`src/design/rail_frame_cross_section_defines.svh`:
```
// assertion macros for the rail frame cross-section block
`ifndef RAIL_FRAME_CROSS_SECTION_DEFINES_SVH
`define RAIL_FRAME_CROSS_SECTION_DEFINES_SVH
`ifndef NO_ASSERTIONS
`define FRCS_ASSERT(lbl, clk, rstn, prop) \
	lbl: assert property (@(posedge clk) disable iff (!rstn) prop) \
		else $error("frcs assertion failed");
`define FRCS_ASSERT_ALWAYS(lbl, clk, prop) \
	lbl: assert property (@(posedge clk) prop) else $error("frcs assertion failed");
`else
`define FRCS_ASSERT(lbl, clk, rstn, prop)
`define FRCS_ASSERT_ALWAYS(lbl, clk, prop)
`endif
`endif

```
`src/design/frcs_pkg.sv`:
```
// shared types, constants and helpers of the rail frame cross-section block
package frcs_pkg;
	localparam int POS_W = 32;
	localparam int VEC_W = 16;
	localparam int FRAC_W = VEC_W - 2;
	localparam int CFG_W = 20;
	localparam logic [CFG_W-1:0] CFG_RESET = CFG_W'(1311);
	localparam int CROSS_W = 2 * VEC_W + 1;
	localparam int NRM_BITS = 24;
	localparam int SQ_W = 2 * NRM_BITS + 2;
	localparam int LEN_W = NRM_BITS + 2;
	localparam int NUM_W = NRM_BITS + FRAC_W + 1;
	localparam int DCNT_W = $clog2(VEC_W);
	localparam int MAG_W = VEC_W + 1;
	localparam int CPROD_W = MAG_W + CFG_W;
	localparam int OFF_W = CPROD_W + 1 - FRAC_W;
	localparam int SUM_W = ((POS_W > OFF_W) ? POS_W : OFF_W) + 2;
	localparam int IN_DATA_W = ((3 * POS_W + 3 * VEC_W + 7) / 8) * 8;
	localparam int OUT_DATA_W = ((3 * POS_W + 6 * VEC_W + 7) / 8) * 8;
	localparam logic [1:0] CORNER_LAST = 2'd3;
	localparam logic [VEC_W-1:0] VEC_MAX = {1'b0, {(VEC_W-1){1'b1}}};

	typedef logic signed [VEC_W-1:0] vec_t;
	typedef logic signed [POS_W-1:0] pos_t;
	typedef logic signed [CROSS_W-1:0] cross_t;

	typedef struct packed {
		vec_t tan_z;
		vec_t tan_y;
		vec_t tan_x;
		pos_t pos_z;
		pos_t pos_y;
		pos_t pos_x;
	} item_t;

	typedef struct packed {
		vec_t binorm_z;
		vec_t binorm_y;
		vec_t binorm_x;
		vec_t norm_z;
		vec_t norm_y;
		vec_t norm_x;
		pos_t vertex_z;
		pos_t vertex_y;
		pos_t vertex_x;
	} out_word_t;

	typedef struct packed {
		logic   start;
		cross_t vz;
		cross_t vy;
		cross_t vx;
	} norm_req_t;

	typedef struct packed {
		logic done;
		vec_t rz;
		vec_t ry;
		vec_t rx;
	} norm_rsp_t;

	typedef enum logic [2:0] {
		N_IDLE, N_SHIFT, N_SQ, N_ROOT, N_DIVLD, N_DIV, N_DONE
	} norm_state_t;

	typedef enum logic [3:0] {
		C_IDLE, C_XN, C_NS, C_NW, C_XB, C_BS, C_BW, C_CK, C_CO
	} core_state_t;

	// operand picks of the six cross product terms, first vector
	function automatic logic [1:0] xa_idx(logic [2:0] k);
		logic [1:0] r;
		unique case (k)
			3'd0: r = 2'd1;
			3'd1: r = 2'd2;
			3'd2: r = 2'd2;
			3'd3: r = 2'd0;
			3'd4: r = 2'd0;
			3'd5: r = 2'd1;
			default: r = 2'd0;
		endcase
		return r;
	endfunction

	// operand picks of the six cross product terms, second vector
	function automatic logic [1:0] xb_idx(logic [2:0] k);
		logic [1:0] r;
		unique case (k)
			3'd0: r = 2'd2;
			3'd1: r = 2'd1;
			3'd2: r = 2'd0;
			3'd3: r = 2'd2;
			3'd4: r = 2'd1;
			3'd5: r = 2'd0;
			default: r = 2'd0;
		endcase
		return r;
	endfunction
endpackage

```
`src/design/frcs_core.sv`:
```
// frame engine: cross products, two normalizations, frame state and the four corners
module frcs_core (
	input  logic                         clk,
	input  logic                         arst_n,
	input  logic                         avail,
	input  frcs_pkg::item_t              head,
	output logic                         pop,
	input  logic [frcs_pkg::CFG_W-1:0]   half_width,
	output frcs_pkg::norm_req_t          nreq,
	input  frcs_pkg::norm_rsp_t          nrsp,
	output logic                         out_valid,
	input  logic                         out_ready,
	output frcs_pkg::out_word_t          out_word,
	output logic [1:0]                   out_corner,
	output logic                         out_last
);
	frcs_pkg::core_state_t state_q, state_d;
	logic have_frame_q;
	frcs_pkg::vec_t prevb_q [3], tan_q [3], n_q [3], b_q [3];
	frcs_pkg::pos_t pos_q [3], vtx_q [3];
	frcs_pkg::cross_t acc_q [3];
	logic [2:0] xk_q;
	logic signed [2*frcs_pkg::VEC_W-1:0] prod_q;
	logic [1:0] k_q, cc_q;
	logic [frcs_pkg::CPROD_W-1:0] cprod_q;
	logic cneg_q;
	logic oval_q;
	frcs_pkg::out_word_t ow_q;
	logic [1:0] ocorner_q;
	logic olast_q;

	frcs_pkg::vec_t ht [3];
	logic signed [frcs_pkg::VEC_W:0] d [3];
	frcs_pkg::vec_t opa, opb;
	logic [2:0] xj;
	logic sn, sb;
	logic signed [frcs_pkg::VEC_W:0] cn, cb, cs;
	logic [frcs_pkg::MAG_W-1:0] cmag;
	logic [frcs_pkg::CPROD_W:0] rnd;
	logic signed [frcs_pkg::SUM_W-1:0] off, psum;
	frcs_pkg::pos_t sat;
	logic [1:0] ci, cm;
	logic load;

	assign ht[0] = head.tan_x;
	assign ht[1] = head.tan_y;
	assign ht[2] = head.tan_z;

	// seed difference vector: t x (1,1,1)
	always_comb begin
		d[0] = (frcs_pkg::VEC_W+1)'(ht[1]) - (frcs_pkg::VEC_W+1)'(ht[2]);
		d[1] = (frcs_pkg::VEC_W+1)'(ht[2]) - (frcs_pkg::VEC_W+1)'(ht[0]);
		d[2] = (frcs_pkg::VEC_W+1)'(ht[0]) - (frcs_pkg::VEC_W+1)'(ht[1]);
	end

	// cross product operand selection
	always_comb begin
		if (state_q == frcs_pkg::C_XN) begin
			opa = prevb_q[frcs_pkg::xa_idx(xk_q)];
			opb = tan_q[frcs_pkg::xb_idx(xk_q)];
		end else begin
			opa = tan_q[frcs_pkg::xa_idx(xk_q)];
			opb = n_q[frcs_pkg::xb_idx(xk_q)];
		end
		xj = 3'(xk_q - 3'd1);
	end

	// corner offset terms
	always_comb begin
		sn = (k_q == 2'd1) || (k_q == 2'd2);
		sb = (k_q == 2'd0) || (k_q == 2'd1);
		cm = (cc_q == 2'd3) ? 2'd2 : cc_q;
		cn = sn ? (frcs_pkg::VEC_W+1)'(n_q[cm]) : -(frcs_pkg::VEC_W+1)'(n_q[cm]);
		cb = sb ? (frcs_pkg::VEC_W+1)'(b_q[cm]) : -(frcs_pkg::VEC_W+1)'(b_q[cm]);
		cs = cn + cb;
		cmag = cs[frcs_pkg::VEC_W] ? frcs_pkg::MAG_W'(-cs) : frcs_pkg::MAG_W'(cs);
		ci = 2'(cc_q - 2'd1);
		rnd = (frcs_pkg::CPROD_W+1)'(cprod_q)
			+ (frcs_pkg::CPROD_W+1)'(1 << (frcs_pkg::FRAC_W - 1));
		off = frcs_pkg::SUM_W'($signed({1'b0, rnd[frcs_pkg::CPROD_W:frcs_pkg::FRAC_W]}));
		psum = cneg_q ? frcs_pkg::SUM_W'(pos_q[ci]) - off : frcs_pkg::SUM_W'(pos_q[ci]) + off;
		if (psum > $signed(frcs_pkg::SUM_W'({1'b0, {(frcs_pkg::POS_W-1){1'b1}}})))
			sat = {1'b0, {(frcs_pkg::POS_W-1){1'b1}}};
		else if (psum < -$signed(frcs_pkg::SUM_W'({1'b0, {(frcs_pkg::POS_W-1){1'b1}}})) - 1)
			sat = {1'b1, {(frcs_pkg::POS_W-1){1'b0}}};
		else
			sat = frcs_pkg::POS_W'(psum);
	end

	// state register
	always_ff @(posedge clk or negedge arst_n) begin
		if (!arst_n) state_q <= frcs_pkg::C_IDLE;
		else state_q <= state_d;
	end

	// next state and handshake outputs
	always_comb begin
		state_d = state_q;
		pop = 1'b0;
		load = 1'b0;
		nreq.start = 1'b0;
		nreq.vx = acc_q[0];
		nreq.vy = acc_q[1];
		nreq.vz = acc_q[2];
		unique case (state_q)
			frcs_pkg::C_IDLE: begin
				if (avail) begin
					pop = 1'b1;
					state_d = have_frame_q ? frcs_pkg::C_XN : frcs_pkg::C_NS;
				end
			end
			frcs_pkg::C_XN: if (xk_q == 3'd6) state_d = frcs_pkg::C_NS;
			frcs_pkg::C_NS: begin
				nreq.start = 1'b1;
				state_d = frcs_pkg::C_NW;
			end
			frcs_pkg::C_NW: if (nrsp.done) state_d = frcs_pkg::C_XB;
			frcs_pkg::C_XB: if (xk_q == 3'd6) state_d = frcs_pkg::C_BS;
			frcs_pkg::C_BS: begin
				nreq.start = 1'b1;
				state_d = frcs_pkg::C_BW;
			end
			frcs_pkg::C_BW: if (nrsp.done) state_d = frcs_pkg::C_CK;
			frcs_pkg::C_CK: if (cc_q == 2'd3) state_d = frcs_pkg::C_CO;
			frcs_pkg::C_CO: begin
				if (!oval_q || out_ready) begin
					load = 1'b1;
					state_d = (k_q == frcs_pkg::CORNER_LAST) ? frcs_pkg::C_IDLE : frcs_pkg::C_CK;
				end
			end
			default: state_d = frcs_pkg::C_IDLE;
		endcase
	end

	// frame state and output valid
	always_ff @(posedge clk or negedge arst_n) begin
		if (!arst_n) begin
			have_frame_q <= 1'b0;
			for (int i = 0; i < 3; i++) prevb_q[i] <= '0;
			oval_q <= 1'b0;
		end else begin
			if (state_q == frcs_pkg::C_BW && nrsp.done) begin
				prevb_q[0] <= nrsp.rx;
				prevb_q[1] <= nrsp.ry;
				prevb_q[2] <= nrsp.rz;
				have_frame_q <= (nrsp.rx != '0) || (nrsp.ry != '0) || (nrsp.rz != '0);
			end
			if (load) oval_q <= 1'b1;
			else if (out_ready) oval_q <= 1'b0;
		end
	end

	// datapath
	always_ff @(posedge clk) begin
		// sample capture and seed vector
		if (pop) begin
			pos_q[0] <= head.pos_x;
			pos_q[1] <= head.pos_y;
			pos_q[2] <= head.pos_z;
			for (int i = 0; i < 3; i++) tan_q[i] <= ht[i];
			if ((d[0] != '0) || (d[1] != '0) || (d[2] != '0)) begin
				for (int i = 0; i < 3; i++) acc_q[i] <= frcs_pkg::CROSS_W'(d[i]);
			end else begin
				acc_q[0] <= -frcs_pkg::CROSS_W'(ht[2]);
				acc_q[1] <= '0;
				acc_q[2] <= frcs_pkg::CROSS_W'(ht[0]);
			end
		end
		if (state_q == frcs_pkg::C_IDLE || state_q == frcs_pkg::C_NW) xk_q <= '0;
		// cross product: one product per cycle; each product is registered, then folded into its component
		if (state_q == frcs_pkg::C_XN || state_q == frcs_pkg::C_XB) begin
			if (xk_q != 3'd6) prod_q <= opa * opb;
			if (xk_q != 3'd0) begin
				if (!xj[0]) acc_q[xj[2:1]] <= frcs_pkg::CROSS_W'(prod_q);
				else acc_q[xj[2:1]] <= acc_q[xj[2:1]] - frcs_pkg::CROSS_W'(prod_q);
			end
			xk_q <= 3'(xk_q + 3'd1);
		end
		if (state_q == frcs_pkg::C_NW && nrsp.done) begin
			n_q[0] <= nrsp.rx;
			n_q[1] <= nrsp.ry;
			n_q[2] <= nrsp.rz;
		end
		if (state_q == frcs_pkg::C_BW && nrsp.done) begin
			b_q[0] <= nrsp.rx;
			b_q[1] <= nrsp.ry;
			b_q[2] <= nrsp.rz;
			k_q <= 2'd0;
			cc_q <= 2'd0;
		end
		// corner: offset product per component is registered, then added with saturation
		if (state_q == frcs_pkg::C_CK) begin
			if (cc_q != 2'd3) begin
				cprod_q <= frcs_pkg::CPROD_W'(cmag) * frcs_pkg::CPROD_W'(half_width);
				cneg_q <= cs[frcs_pkg::VEC_W];
			end
			if (cc_q != 2'd0) vtx_q[ci] <= sat;
			cc_q <= 2'(cc_q + 2'd1);
		end
		if (load) begin
			ow_q.vertex_x <= vtx_q[0];
			ow_q.vertex_y <= vtx_q[1];
			ow_q.vertex_z <= vtx_q[2];
			ow_q.norm_x <= n_q[0];
			ow_q.norm_y <= n_q[1];
			ow_q.norm_z <= n_q[2];
			ow_q.binorm_x <= b_q[0];
			ow_q.binorm_y <= b_q[1];
			ow_q.binorm_z <= b_q[2];
			ocorner_q <= k_q;
			olast_q <= (k_q == frcs_pkg::CORNER_LAST);
			k_q <= 2'(k_q + 2'd1);
			cc_q <= 2'd0;
		end
	end

	assign out_valid = oval_q;
	assign out_word = ow_q;
	assign out_corner = ocorner_q;
	assign out_last = olast_q;
endmodule

```
`config.mk`:
```
export PLATFORM = sky130hd
export DESIGN_NAME = frcs_core
export DESIGN_NICKNAME = d
export VERILOG_FILES = /design/src/design/rail_frame_cross_section_defines.svh /design/src/design/frcs_pkg.sv /design/src/design/frcs_core.sv
export SDC_FILE = /design/constraint.sdc
export NUM_CORES = 2
export LEC_CHECK = 0
export BUFFER_PORTS_ARGS = -buffer_cell sky130_fd_sc_hd__buf_2
export CAP_MARGIN = 5
export CORE_MARGIN = 5
export CORE_UTILIZATION = 52
export CTS_BUF_LIST = sky130_fd_sc_hd__clkbuf_4 sky130_fd_sc_hd__clkbuf_8 sky130_fd_sc_hd__clkbuf_16
export DETAILED_ROUTE_END_ITERATION = 8
export PLACE_DENSITY = 0.81
export SLEW_MARGIN = 20
export SYNTH_ARGS = -nofsm -noshare
export SYNTH_HDL_FRONTEND = slang
export SYNTH_SLANG_ARGS = --single-unit
export TNS_END_PERCENT = 20
```
`constraint.sdc`:
```
create_clock -name clk -period 12.85 [get_ports clk]
set_input_delay 0.6425 -clock clk [delete_from_list [all_inputs] [get_ports clk]]
set_output_delay 0.6425 -clock clk [all_outputs]
set_load 0.005 [all_outputs]
```
Yosys cells after proc, flatten, opt, wreduce, memory -nomap -nowiden
Memory sizes are Yosys's and may differ from the RTL's. A register that Yosys moved wholly into a read port is not among the register bits.
Index checks and enable logic that the tools add are counted.
{ "word_totals": {"reg_bits": 134, "ramBits": 435, "inputBits": 217, "out_inout_bits": 297, "word_cells": 180, "n_memories": 6} }
{ "memory_table": {"columns": ["name", "words", "word_bits", "rd", "rd_clocked_by_memory_dff", "wr", "line_no", "text"], "rows": [
  ["acc_q", 3, 33, 4, 0, 3, "frcs_core.sv:21", "frcs_pkg::cross_t acc_q [3];"],
  ["pos_q", 3, 32, 1, 0, 3, "frcs_core.sv:20", "frcs_pkg::pos_t pos_q [3], vtx_q [3];"],
  ["vtx_q", 3, 32, 3, 3, 1, "frcs_core.sv:20", null],
  ["b_q", 3, 16, 4, 3, 3, "frcs_core.sv:19", "frcs_pkg::vec_t prevb_q [3], tan_q [3], n_q [3], b_q [3];"],
  ["n_q", 3, 16, 5, 3, 3, "frcs_core.sv:19", null],
  ["tan_q", 3, 16, 2, 0, 3, "frcs_core.sv:19", null]
]} }
{ "op_classes": {"add_sub_neg": 17, "multipliers": 2, "order_cmp": 3, "eq_ne": 27, "mux": 70, "bitwise": 5, "n_reduce_logical": 36} }
{ "op_table": {"columns": ["cell", "n"], "rows": [
  ["33-bit 2-to-1 mux", 5],
  ["16-bit 2-to-1 mux", 4],
  ["32-bit 2-to-1 mux", 2],
  ["17-bit 2-to-1 mux", 3],
  ["17-bit nonzero test", 3],
  ["16-bit by 16-bit subtractor with 17-bit output", 3],
  ["16-bit nonzero test", 3],
  ["37-bit by 14-bit adder with 38-bit output (second input constant)", 1],
  ["17-bit by 20-bit multiplier with 37-bit output", 1],
  ["4-bit case mux with 9 select lines", 1],
  ["34-bit by 32-bit greater-than comparator with 1-bit output (second input constant)", 1],
  ["34-bit by 32-bit < comparator with 1-bit output (second input constant)", 1],
  ["34-bit 2-to-1 mux", 1],
  ["16-bit negator with 17-bit output", 2],
  ["32-bit by 25-bit adder with 33-bit output", 1],
  ["16-bit negator with 33-bit output", 1],
  ["33-bit OR reduction", 1],
  ["32-bit by 25-bit subtractor with 33-bit output", 1],
  ["33-bit by 32-bit subtractor with 33-bit output", 1],
  ["16-bit binary-select mux with 2-bit select", 1],
  ["16-bit by 16-bit multiplier with 32-bit output", 1],
  ["1-bit 2-to-1 mux", 31],
  ["4-bit 2-to-1 mux", 7],
  ["2-bit 2-to-1 mux", 10],
  ["other kinds (33)", 74]
]} }

Longest topological paths before layout
{ "logic_depth": {"word_depth": 10, "mapped_depth": 52, "depth_no_buf": 46} }

Worst setup path before layout
OpenSTA, ideal clock, no wires.
{ "synth_path": {"path_kind": "flip-flop to flip-flop", "start": "register cc_q[1]", "end": "register cprod_q[36] (netlist bit), data pin", "setup_ps": 260, "arrival_ps": 10705, "t_required_ps": 12590, "slack_ps": 1885, "path_stages_with_launch": 51, "path_buffers": 6, "period_less_slack_ps": 10965, "cell_sequence": "dfxtp_1 -> inv_1 -> ha_1 -> buf_2 -> buf_2 -> buf_2 -> buf_2 -> mux2i_1 -> nor2_1 -> a21oi_1 -> ha_1 -> o211a_1 -> a41oi_1 -> a21oi_1 -> xor2_1 -> ha_1 -> a21o_1 -> a21oi_1 -> [15 not listed] -> fa_1 -> inv_1 -> fa_1 -> fa_1 -> inv_1 -> fa_1 -> inv_1 -> ha_1 -> a21o_1 -> a21o_1 -> a21oi_1 -> and2_1 -> a2111oi_0 -> o31a_1 -> a221o_1 -> o21a_1 -> nor2_1 -> xnor2_1"} }
{ "synth_via": {"elab_chain_len": 9, "elab_cells_between_ends": 12, "cone_classes": "add/sub: 4; mul: 1; eq/ne: 1; mux: 4; memory: 2"} }
{ "synth_lines": {"columns": ["element", "line_no", "text"], "rows": [
  ["start: declaration", "frcs_core.sv:24", "logic [1:0] k_q, cc_q;"],
  ["start signal: assignment", "frcs_core.sv:198", "cc_q <= 2'(cc_q + 2'd1);"],
  ["2-bit == test", "frcs_core.sv:72", "cm = (cc_q == 2'd3) ? 2'd2 : cc_q;"],
  ["2-bit 2-to-1 mux *", "frcs_core.sv:72", null],
  ["memory read 3 x 16 bit", null, null],
  ["16-bit negator with 17-bit output (on tied branches)", "frcs_core.sv:73, frcs_core.sv:74", null],
  ["17-bit 2-to-1 mux (on tied branches)", "frcs_core.sv:73, frcs_core.sv:74", null],
  ["17-bit adder *", "frcs_core.sv:75", "cs = cn + cb;"],
  ["17-bit negator", "frcs_core.sv:76", "cmag = cs[frcs_pkg::VEC_W] ? frcs_pkg::MAG_W'(-cs) : frcs_pkg::MAG_W'(cs);"],
  ["17-bit 2-to-1 mux *", "frcs_core.sv:76", null],
  ["17-bit by 20-bit multiplier with 37-bit output *", "frcs_core.sv:194", "cprod_q <= frcs_pkg::CPROD_W'(cmag) * frcs_pkg::CPROD_W'(half_width);"],
  ["end signal: assignment", "frcs_core.sv:194", null],
  ["end: declaration", "frcs_core.sv:25", "logic [frcs_pkg::CPROD_W-1:0] cprod_q;"]
]} }
Every way passes the cells marked *; elsewhere a longest branch is shown, timed or not.
A chain may end at the register's enable or synchronous reset.

Final worst setup path
Ends and elaborated chain as after synthesis.

==> reports/qor.csv <==
metric;value;unit
status;complete, no violations;
met3 Use GR;0.0838;
fraction of registers with async set or reset after synthesis;0.0691;
Final Setup Violations;0;
Crit path required time;13.27;ns
most frequent cells in the layout;inv_1, edfxtp_1, nand2_1;
Hold WC Path Type;in2reg;
maxcap violations;0;
H-tree levels;3;
met1 Track Usage GR;0.373;
register-to-register setup slack;0.87;ns
DR WL/cell;23.7;µm
commonest non-fill, non-tap cell in the layout;inv_1;
clock skew;0.0708;ns
final worst path period need;11.98;ns
mapped cell area;0.0590;mm²
initial antenna violation count;17;
Rel. slew slack;0.206;
vias per cell;5.85;
hpwl dp;138000;µm
Yosys warning count;0;
clock sinks;781;
Max Fclk;83.5;MHz
dpl ws;0.711;ns
sequential area share after synthesis;0.393;
synth-to-layout area growth;12.3;%
total congestion overflow;0;
gr usage total;0.292;
Tcrit/Tclk final;0.932;
fin nets;7068;
Synth Register Bits;781;
multi-input logic area;0.0322;mm²
Post-Layout Cell Count;7545;
Yosys cell types;76;
DRT Pass-1 Iters;8;
post-CTS setup buffers;0;
Critical Path Fanout Max;20;
startpoint types;flip-flop;
vias in the first global route;44900;
CTS tree;done;
Num CTS Buffers;83;
Crit Path Category;reg2reg;
CP max-delay cell;fa_1;
DR vias;44200;
die width;347;µm
initial DRC count;5009;
PnR worst setup slack;0.868;ns
Mean Syn Cell Area;10.7;µm²
Detail Route Antenna Nets;0;
Main synth FF type;edfxtp_1;
DIE AREA;0.120;mm²
die height;347;µm
Final Hold Fails;0;
most frequent CP cell;fa_1;
CTS Buffer Depth;3;
I/O pin cnt;514;
clk_lat worst skew;0.69;ns
Clock Pin Slew Worst Setup and Hold Paths;0.07;ns
Crit. End Element;flip-flop;
root buf cell;clkbuf_16;
routability congestion estimate;0.976;
Post-synth EDFFs;725;
M2 GR Usage;0.472;
layer with the highest usage;met2;
Fillers;9066;
WHS;0.142;ns
arrival time at the worst endpoint;12.40;ns
largest net degree at the start of global routing;84;
Register Area;0.0232;mm²
core area;0.113;mm²
share of layout cells above drive strength 1;0.143;
unrepaired setup endpoints after global routing;no;
Inst Count DP;7389;
DRC violation count after routing;0;
IO Port Bufs;513;
row cnt;123;
first-pass GRT wire length;269000;µm
Routed Wire Length;179000;µm
Slew @ Worst Pin;1.18;ns
cell count after synthesis;5515;
post-synth net total;6608;
initial core utilization;0.524;
Final TNS setup;0;ns
CP max stage delay;0.55;ns
fin. max-slew vios;0;
-- worst max-delay path, delay by kind of cell, from the launching register on --
family / cells / cell delay, ns
AO/OA/AOI/OAI: 14 / 3.75
XOR/XNOR: 4 / 0.82
adder cells (fa/ha/maj): 9 / 3.98
buffers and inverters: 6 / 0.87
flip-flops: 1 / 0.39
multiplexers: 2 / 0.70
AND/OR/NAND/NOR: 8 / 1.19
-- final timing paths --
path / startpoint / endpoint / cells past startpoint
max in group asynchronous: arst_n / out_valid / 2
min in group asynchronous: arst_n / prevb_q[16] / 2
worst min register to register: vtx_q[0][18] / out_word[18] / 0
worst min-delay path: head[44] / pos_q[1][12] / 1
worst max-delay path: cc_q[1] / cprod_q[36] / 43
worst max register to register: cc_q[1] / cprod_q[36] / 43
-- cell families (layout without fill, tap and decap cells) --
family	after synthesis	in the layout	synth area share
buffers and inverters	1000	1524	0.0641
xor gates and xnor gates	258	258	0.0383
and+or+nand+nor	1569	1569	0.120
DFF	781	781	0.393
adders and majority gates	876	876	0.254
AOI/OAI and AO/OA	845	845	0.0890
muxes	186	186	0.0424
other	0	6	0
-- final cells by class --
cell class | instances | area share
Timing Repair Buffer | 589 | 0.0477
Inverter | 786 | 0.0447
Sequential cell | 781 | 0.350
Tap cell | 1500 | 0.0283
Clock inverter | 50 | 0.00972
Multi-Input combinational cell | 3734 | 0.487
Antenna cell | 6 | 0.000227
Clock buffer | 99 | 0.0332
-- synthesized netlist by cell type, types with 21 or more instances --
cell / number / area [µm²]
nor2b_1: 55 / 344
nand2b_1: 41 / 257
fa_1: 535 / 10700
mux4_2: 49 / 1100
xnor2_1: 176 / 1540
a211oi_1: 51 / 383
clkbuf_1: 174 / 653
mux2_2: 21 / 236
nand3_1: 60 / 300
xor2_1: 82 / 718
and2_1: 127 / 795
mux2i_1: 116 / 1160
nor2_1: 366 / 1370
and3_1: 30 / 188
a21o_1: 85 / 638
a21oi_1: 327 / 1640
o21a_1: 40 / 300
nand2_1: 713 / 2680
edfxtp_1: 725 / 21800
nor4_1: 25 / 156
o21bai_1: 21 / 158
ha_1: 341 / 4270
inv_1: 785 / 2950
a31oi_1: 56 / 350
nor3_1: 61 / 305
o21ai_0: 133 / 666
dfrtp_1: 54 / 1350
-- what timing repair did --
| action | 4_1_cts | 5_1_grt |
|---|---|---|
| hold buffers | 0 | 0 |
| resized for setup | 0 | 1 |
| endpoints found under the setup margin | 0 | 1 |
-- metrics by stage --
step	instance area [µm²]	util
6_report	66300	0.588
4_1_cts	66200	0.588
3_3_place_gp	63400	0.563
2_1_floorplan	59000	-
3_5_place_dp	63400	0.563
5_1_grt	66300	0.588
-- state kept, by name (all words and copies together) (netlist names), 2 cells and up --
signal	flops
acc_q	132
b_q	48
cc_q	2
cprod_q	24
k_q	2
n_q	48
out_corner	2
out_word	192
pos_q	96
prevb_q	48
prod_q	32
state_q	4
tan_q	48
vtx_q	96
xk_q	3
-- layer usage --
layer	share of wire	vias to the layer above
met2	0.46	2578
met5	0.00053	-
li1	-	19500
met4	0.048	14
met1	0.37	21600
met3	0.12	507
Power is not shown: default switching activity piles up to over one toggle a cycle in this logic, so the estimate is an artifact.
